## src/sv/ebci_pkg.sv

```systemverilog
// Package for the blink-code error indicator.
// Holds the item kinds, register indexes, field widths and reset values.
// No dependencies.
package ebci_pkg;

    // Field widths fixed by the item layout.
    localparam int FUNC_W    = 2;
    localparam int CODE_W    = 3;
    localparam int TIME_W    = 16;
    localparam int CFG_IDX_W = 1;

    // Kinds of input item, carried in tuser.
    typedef enum logic [FUNC_W-1:0] {
        FUNC_TICK  = 2'd0,
        FUNC_ADD   = 2'd1,
        FUNC_CLEAR = 2'd2,
        FUNC_QUERY = 2'd3
    } t_func;

    // Configuration register indexes.
    localparam logic [CFG_IDX_W-1:0] REG_FLASH_PERIOD = 1'd0;
    localparam logic [CFG_IDX_W-1:0] REG_PAUSE        = 1'd1;

    // Register reset values in ticks.
    localparam logic [TIME_W-1:0] FLASH_PERIOD_RST = 16'd600;
    localparam logic [TIME_W-1:0] PAUSE_RST        = 16'd3000;

    // Top of the saturating elapsed counter.
    localparam logic [TIME_W-1:0] ELAPSED_MAX = 16'hFFFF;

endpackage

```

## src/sv/error_blink_code_indicator_unit.sv

```systemverilog
// Top level of the blink-code error indicator.
// Keeps pending error codes, runs the LED blink sequencer and answers queries.
// Depends on ebci_pkg.
//
// Channel   Direction  Transfer when             Payload
// s_axis    in         tvalid & tready           tuser = func, tdata = code
// m_axis    out        tvalid & tready           tdata = led, highest_code, code_present
// cfg       in         valid & ready (always 1)  index, data (16 bit)
//
// One item passes through an input register and a result register; a new item can be
// taken in every cycle while the output is not stalled. The state registers update on
// the same edge that moves an item from the input register into the result register.
// Reset clears the pending set, the sequencer and the registers to 600 and 3000 ticks.
// A stall on the output holds the result register and, once the input register is
// also full, drops s_axis tready; nothing is lost or repeated.
module error_blink_code_indicator_unit #(
    parameter int NUM_CODES = 8
) (
    input  logic        i_clk,
    input  logic        i_rst_n,
    // Input item stream.
    input  logic        i_s_axis_tvalid,
    output logic        o_s_axis_tready,
    input  logic [7:0]  i_s_axis_tdata,   // [2:0] code, [7:3] zero
    input  logic [1:0]  i_s_axis_tuser,   // [1:0] func
    // Result stream.
    output logic        o_m_axis_tvalid,
    input  logic        i_m_axis_tready,
    output logic [7:0]  o_m_axis_tdata,   // [0] led, [3:1] highest_code, [4] code_present, [7:5] zero
    // Configuration writes.
    input  logic        i_cfg_valid,
    output logic        o_cfg_ready,
    input  logic [ebci_pkg::CFG_IDX_W-1:0] i_cfg_index,
    input  logic [ebci_pkg::TIME_W-1:0]    i_cfg_data
);

    // Configuration registers.
    logic [ebci_pkg::TIME_W-1:0] r_flash_period;
    logic [ebci_pkg::TIME_W-1:0] r_pause;

    // Input register.
    logic                        r_in_valid;
    ebci_pkg::t_func             r_in_func;
    logic [ebci_pkg::CODE_W-1:0] r_in_code;

    // Indicator state.
    logic [NUM_CODES-1:0]        r_pending;
    logic [NUM_CODES-1:0]        n_pending;
    logic [ebci_pkg::CODE_W-1:0] r_highest;
    logic [ebci_pkg::CODE_W-1:0] n_highest;
    logic [ebci_pkg::CODE_W-1:0] r_blink_count;
    logic [ebci_pkg::CODE_W-1:0] n_blink_count;
    logic                        r_led_lit;
    logic                        n_led_lit;
    logic [ebci_pkg::TIME_W-1:0] r_elapsed;
    logic [ebci_pkg::TIME_W-1:0] n_elapsed;
    logic                        n_present;

    // Result register.
    logic                        r_out_valid;
    logic                        r_out_led;
    logic [ebci_pkg::CODE_W-1:0] r_out_highest;
    logic                        r_out_present;

    logic                        advance;
    logic [ebci_pkg::TIME_W-1:0] elapsed_inc;

    // The item in the input register moves on when the result register is free or drains.
    assign advance         = r_in_valid && (!r_out_valid || i_m_axis_tready);
    assign o_s_axis_tready = !r_in_valid || advance;
    assign o_cfg_ready     = 1'b1;

    // Configuration writes; indexes outside the list are ignored.
    always_ff @(posedge i_clk) begin
        if (!i_rst_n) begin
            r_flash_period <= ebci_pkg::FLASH_PERIOD_RST;
            r_pause        <= ebci_pkg::PAUSE_RST;
        end else if (i_cfg_valid && o_cfg_ready) begin
            if (i_cfg_index == ebci_pkg::REG_FLASH_PERIOD) begin
                r_flash_period <= i_cfg_data;
            end else if (i_cfg_index == ebci_pkg::REG_PAUSE) begin
                r_pause <= i_cfg_data;
            end
        end
    end

    // Input register: load on every input transfer.
    always_ff @(posedge i_clk) begin
        if (!i_rst_n) begin
            r_in_valid <= 1'b0;
        end else if (o_s_axis_tready) begin
            r_in_valid <= i_s_axis_tvalid;
        end
    end

    always_ff @(posedge i_clk) begin
        if (i_s_axis_tvalid && o_s_axis_tready) begin
            r_in_func <= ebci_pkg::t_func'(i_s_axis_tuser);
            r_in_code <= i_s_axis_tdata[ebci_pkg::CODE_W-1:0];
        end
    end

    assign elapsed_inc = (r_elapsed != ebci_pkg::ELAPSED_MAX) ?
                         r_elapsed + ebci_pkg::TIME_W'(1) : r_elapsed;

    // Next state for the item in the input register.
    always_comb begin
        n_pending     = r_pending;
        n_blink_count = r_blink_count;
        n_led_lit     = r_led_lit;
        n_elapsed     = r_elapsed;
        n_present     = 1'b0;
        n_highest     = '0;
        unique case (r_in_func)
            ebci_pkg::FUNC_TICK: begin
                n_elapsed = elapsed_inc;
                if (r_highest == '0) begin
                    n_led_lit = 1'b0;
                end else if (r_blink_count < r_highest) begin
                    if (elapsed_inc >= r_flash_period) begin
                        if (r_led_lit) begin
                            n_led_lit     = 1'b0;
                            n_blink_count = r_blink_count + ebci_pkg::CODE_W'(1);
                        end else begin
                            n_led_lit = 1'b1;
                        end
                        n_elapsed = '0;
                    end
                end else if (elapsed_inc >= r_pause) begin
                    n_elapsed     = '0;
                    n_blink_count = '0;
                end
            end
            ebci_pkg::FUNC_ADD: begin
                // Code zero is never stored; a code beyond the set matches no flag.
                for (int i = 1; i < NUM_CODES; i++) begin
                    if (int'(r_in_code) == i) begin
                        n_pending[i] = 1'b1;
                    end
                end
            end
            ebci_pkg::FUNC_CLEAR: begin
                for (int i = 1; i < NUM_CODES; i++) begin
                    if (int'(r_in_code) == i) begin
                        n_pending[i] = 1'b0;
                    end
                end
            end
            ebci_pkg::FUNC_QUERY: begin
                for (int i = 1; i < NUM_CODES; i++) begin
                    if (int'(r_in_code) == i && r_pending[i]) begin
                        n_present = 1'b1;
                    end
                end
            end
            default: begin
                n_present = 1'b0;
            end
        endcase
        // Highest pending code over the whole set.
        for (int i = 1; i < NUM_CODES; i++) begin
            if (n_pending[i]) begin
                n_highest = ebci_pkg::CODE_W'(i);
            end
        end
    end

    // State registers update as the item passes.
    always_ff @(posedge i_clk) begin
        if (!i_rst_n) begin
            r_pending     <= '0;
            r_highest     <= '0;
            r_blink_count <= '0;
            r_led_lit     <= 1'b0;
            r_elapsed     <= '0;
        end else if (advance) begin
            r_pending     <= n_pending;
            r_highest     <= n_highest;
            r_blink_count <= n_blink_count;
            r_led_lit     <= n_led_lit;
            r_elapsed     <= n_elapsed;
        end
    end

    // Result register.
    always_ff @(posedge i_clk) begin
        if (!i_rst_n) begin
            r_out_valid <= 1'b0;
        end else if (advance) begin
            r_out_valid <= 1'b1;
        end else if (i_m_axis_tready) begin
            r_out_valid <= 1'b0;
        end
    end

    always_ff @(posedge i_clk) begin
        if (advance) begin
            r_out_led     <= n_led_lit;
            r_out_highest <= n_highest;
            r_out_present <= n_present;
        end
    end

    assign o_m_axis_tvalid = r_out_valid;
    assign o_m_axis_tdata  = {3'b000, r_out_present, r_out_highest, r_out_led};

    // The LED lights only on a tick while some code is pending.
    a_led_needs_code: assert property (@(posedge i_clk) disable iff (!i_rst_n)
        $rose(r_led_lit) |-> ($past(r_highest) != '0 &&
                              $past(r_in_func) == ebci_pkg::FUNC_TICK))
        else $error("LED lit without a pending code");

    // The indicator state moves only when an item passes.
    a_state_holds: assert property (@(posedge i_clk) disable iff (!i_rst_n)
        !advance |=> ($stable(r_highest) && $stable(r_elapsed) && $stable(r_pending)))
        else $error("indicator state changed without an item");

    // An empty result register never blocks the input.
    a_ready_when_empty: assert property (@(posedge i_clk) disable iff (!i_rst_n)
        !r_out_valid |-> o_s_axis_tready)
        else $error("input stalled with an empty result register");

endmodule

```

## config.mk

```make
export PLATFORM = sky130hd
export DESIGN_NAME = error_blink_code_indicator_unit
export DESIGN_NICKNAME = d
export VERILOG_FILES = /design/src/sv/ebci_pkg.sv /design/src/sv/error_blink_code_indicator_unit.sv
export SDC_FILE = /design/constraint.sdc
export NUM_CORES = 1
export LEC_CHECK = 0
export BUFFER_PORTS_ARGS = -buffer_cell sky130_fd_sc_hd__buf_2
export CORE_MARGIN = 3
export CORE_UTILIZATION = 55
export CTS_CLUSTER_SIZE = 10
export DETAILED_ROUTE_END_ITERATION = 10
export PLACE_DENSITY = 0.75
export SLEW_MARGIN = 20
export SYNTH_ARGS = -nofsm -noshare
export SYNTH_HDL_FRONTEND = slang
export SYNTH_SLANG_ARGS = --single-unit
```

## constraint.sdc

```tcl
create_clock -name i_clk -period 4.4 [get_ports i_clk]
set_input_delay 0.44 -clock i_clk [delete_from_list [all_inputs] [get_ports i_clk]]
set_output_delay 0.44 -clock i_clk [all_outputs]
set_load 0.005 [all_outputs]
```

==> results.yml <==
outcome:
  status: "finished clean"
synthesis:
  synth_edf_count: 10
  netlist_area_um2: 4280
  synthCells: 497
  synthTopCellsByArea: "dfxtp_1, ha_1, nand2_1"
  synth_top_area_cell: "dfxtp_1"
  synth_flop_cell: "dfxtp_1"
  ys_async_sr_fraction_pct: 0
  ys_warn_count: 0
  synth_top_area_share_pct: 30.0
  yosysUniqueCellTypes: 66
  ys_seq_area_share_pct: 37.0
  ys_ff_latch: 74
  synth_most_common_cell: "nand2_1"
  synth_area_per_cell_um2: 8.60
  ys_top_cells_by_count: "nand2_1, dfxtp_1, ha_1"
detailed_routing:
  vias_per_cell: 5.63
  drt_iter0_drc: 153
  ant_nets: 0
  routed_wl_um: 8990
  remaining_drc_errors: 0
  first_pass_iters: 4
  vias: 3522
  wl_per_cell_um: 14.4
floorplanning:
  die_area_um2: 8870
  fp.dieW_um: 94.2
  row_count: 31
  die_h_um: 94.2
  io-pin-count: 43
  placeableCoreArea_um2: 7410
  initial_core_util_pct: 57.7
timing:
  finalCriticalPeriod_ns: 3.95
  rsz0062_at_grt: "false"
  final-setup-viol-count: 0
  fin_skew_ns: 0.0103
  finalHoldViolCount: 0
  fin_ws_ns: 0.447
  final-max-slew-violation-count: 0
  relSlewSlack_pct: 47.8
  period_share_pct: 89.8
  fmax_mhz: 253
  fin_tns_setup_ns: 0
  worstMarginPinSlew_ns: 0.783
  hold_ws_ns: 0.264
clocking:
  cts_resized: 0
  cts_tree: "done"
  clock_latency_ns: 0.35
  cts_setup_buffers: 0
  cts_hold_buf: 0
  path_clk_slew_ns: 0.08
  numCtsBuffers: 9
  htree_levels: 3
  clockBufferDepth: 2
  root_buffer: "clkbuf_8"
  cts.sinks: 74
setup_path:
  crit_chain: "ha_1, and3_1, and2_1, nand2_1, a31oi_1, ha_1, a211oi_1, o21ai_0, a211oi_1, o21ai_1, a311oi_4, a22o_2"
  endpoint_kind: "flip-flop"
  ff2ff_path_depth: 12
  cp_data_arrival_time_ns: 4.25
  critPathSlowestCell: "a311oi_4"
  cp-start-kind: "flip-flop"
  worstPathMaxFanout: 13
  crit_family: "compound AO/OA/AOI/OAI gates"
  path_buf_inv: 0
  worst-r2r-setup-slack_ns: 0.45
  worstSetupPathType: "reg -> reg"
  reg2reg_to: "r_elapsed[2]$_SDFFE_PN0P_"
  r2r-start: "r_elapsed[0]$_SDFFE_PN0P_"
  cp_data_required_time_ns: 4.69
  max_stage_delay_ns: 0.67
power_and_ir_drop:
  powerDensity_nw_per_um2: 328
  p_int_w: 0.00117
  power_frac_seq_pct: 47.3
  combPwrFrac_pct: 11.1
  swShare_pct: 24.2
  clkPwrFrac_pct: 41.6
  p_leak_nw: 1.99
  switching_power_w: 0.000374
  ir_worst_vdd_mv: 0.289
  total_power_w: 0.00155
global_route:
  gr-total-overflow: 0
  grt_max_degree: 36
  antenna_found_initial: 0
  grt_pass1_wl_um: 15500
  globalRouteTotalUtil_pct: 22.1
  first_global_vias: 3310
min_path:
  hp-start: "i_s_axis_tuser[1]"
  hold_path_end: "r_in_func[1]$_DFFE_PP_"
  hold_depth: 1
  hold_class: "in -> reg"
placement:
  io_buffers: 33
  dp_hpwl_um: 6680
  dp_worst_setup_slack_ns: 0.534
  finalWeightedCongestion: 0.832
final_layout:
  area_delta_synth_final_pct: 10.2
  n_antenna_cell: 0
  drive_gt1_share_pct: 13.7
  fin_nets: 594
  final_util_pct: 63.6
job:
  max_cap_violations: 0
metal layers:
layer	vias up	share of wire, %	track usage, %
li1	1805	-	-
met1	1624	48	31.0
met2	80	45	34.2
met3	13	5.4	3.85
met4	0	1.6	7.82
met5	-	0	0
worst max path at each step:
stage,cells after the start,end,from
floorplan,13,r_elapsed[5]$_SDFFE_PN0P_,r_elapsed[0]$_SDFFE_PN0P_
global placement,12,r_elapsed[2]$_SDFFE_PN0P_,r_elapsed[0]$_SDFFE_PN0P_
detailed placement,12,r_elapsed[2]$_SDFFE_PN0P_,r_elapsed[0]$_SDFFE_PN0P_
CTS,12,r_elapsed[2]$_SDFFE_PN0P_,r_elapsed[0]$_SDFFE_PN0P_
global route,12,r_elapsed[8]$_SDFFE_PN0P_,r_elapsed[0]$_SDFFE_PN0P_
finish,12,r_elapsed[2]$_SDFFE_PN0P_,r_elapsed[0]$_SDFFE_PN0P_
stage by stage:
step                cell area, µm²  instances
floorplan                     4280        499
global placement              4470        610
detailed placement            4470        610
CTS                           4710        626
global route                  4710        626
finish                        4710        626
power by group through the flow:
stage | combinational (W) | sequential, W | clock (W)
finish | 0.000172 | 0.000731 | 0.000643
global route | 0.000195 | 0.000735 | 0.000681
CTS | 0.000172 | 0.000731 | 0.000654
detailed placement | 0.000171 | 0.000747 | 0
global placement | 0.000165 | 0.000745 | 0
floorplan | 0.000131 | 0.000740 | 0
kinds of logic (layout without fill, tap and decap cells):
| family | after synthesis | count (layout) | synth area share (%) |
|---|---|---|---|
| and+or+nand+nor | 178 | 178 | 20.3 |
| AOI/OAI and AO/OA | 122 | 122 | 20.2 |
| DFF | 74 | 74 | 37.0 |
| buffers and inverters | 65 | 93 | 6.73 |
| adders and majority gates | 40 | 40 | 11.7 |
| xor gates and xnor gates | 8 | 8 | 1.64 |
| muxes | 8 | 8 | 2.25 |
| other | 2 | 4 | 0.176 |
flip-flops by register name (all words and copies together) (netlist names):
name,cells
r_flash_period,16
r_led_lit,1
r_pause,16
r_highest,3
r_out_led,1
r_in_code,3
r_out_present,1
r_in_valid,1
r_out_highest,3
o_m_axis_tvalid,1
r_pending,7
r_elapsed,16
r_blink_count,3
r_in_func,2
area by class of cell:
| cell class | instances | area [µm²] |
|---|---|---|
| clock inverter | 5 | 103 |
| timing repair buffer | 37 | 195 |
| fill | 621 | 2700 |
| tap | 99 | 124 |
| clock buffer | 11 | 141 |
| sequential | 74 | 1580 |
| inverter | 40 | 150 |
| multi-input combinational | 360 | 2420 |
cell usage in the layout (no fill, tap or decap), drive strengths merged, types with 2 or more instances in the layout:
cell    instances
nor3b           5
o211ai         13
a21oi          38
and3            5
and2            8
xnor2           6
inv            39
clkinv          2
and4            2
or2b            2
mux2            3
nor2b           9
nand2          83
a31o            2
nand3          12
conb            4
clkbuf         11
a311oi          4
nor3            3
a41oi           3
mux2i           4
edfxtp         10
nor2           27
a21o            3
dfxtp          64
nand2b          5
buf            37
xor2            2
a22o           13
a22oi           3
ha             40
bufinv          3
a31oi          10
nand4          10
and3b           2
o21ai          14
a211oi          7
(Power assumes the default switching activity.)
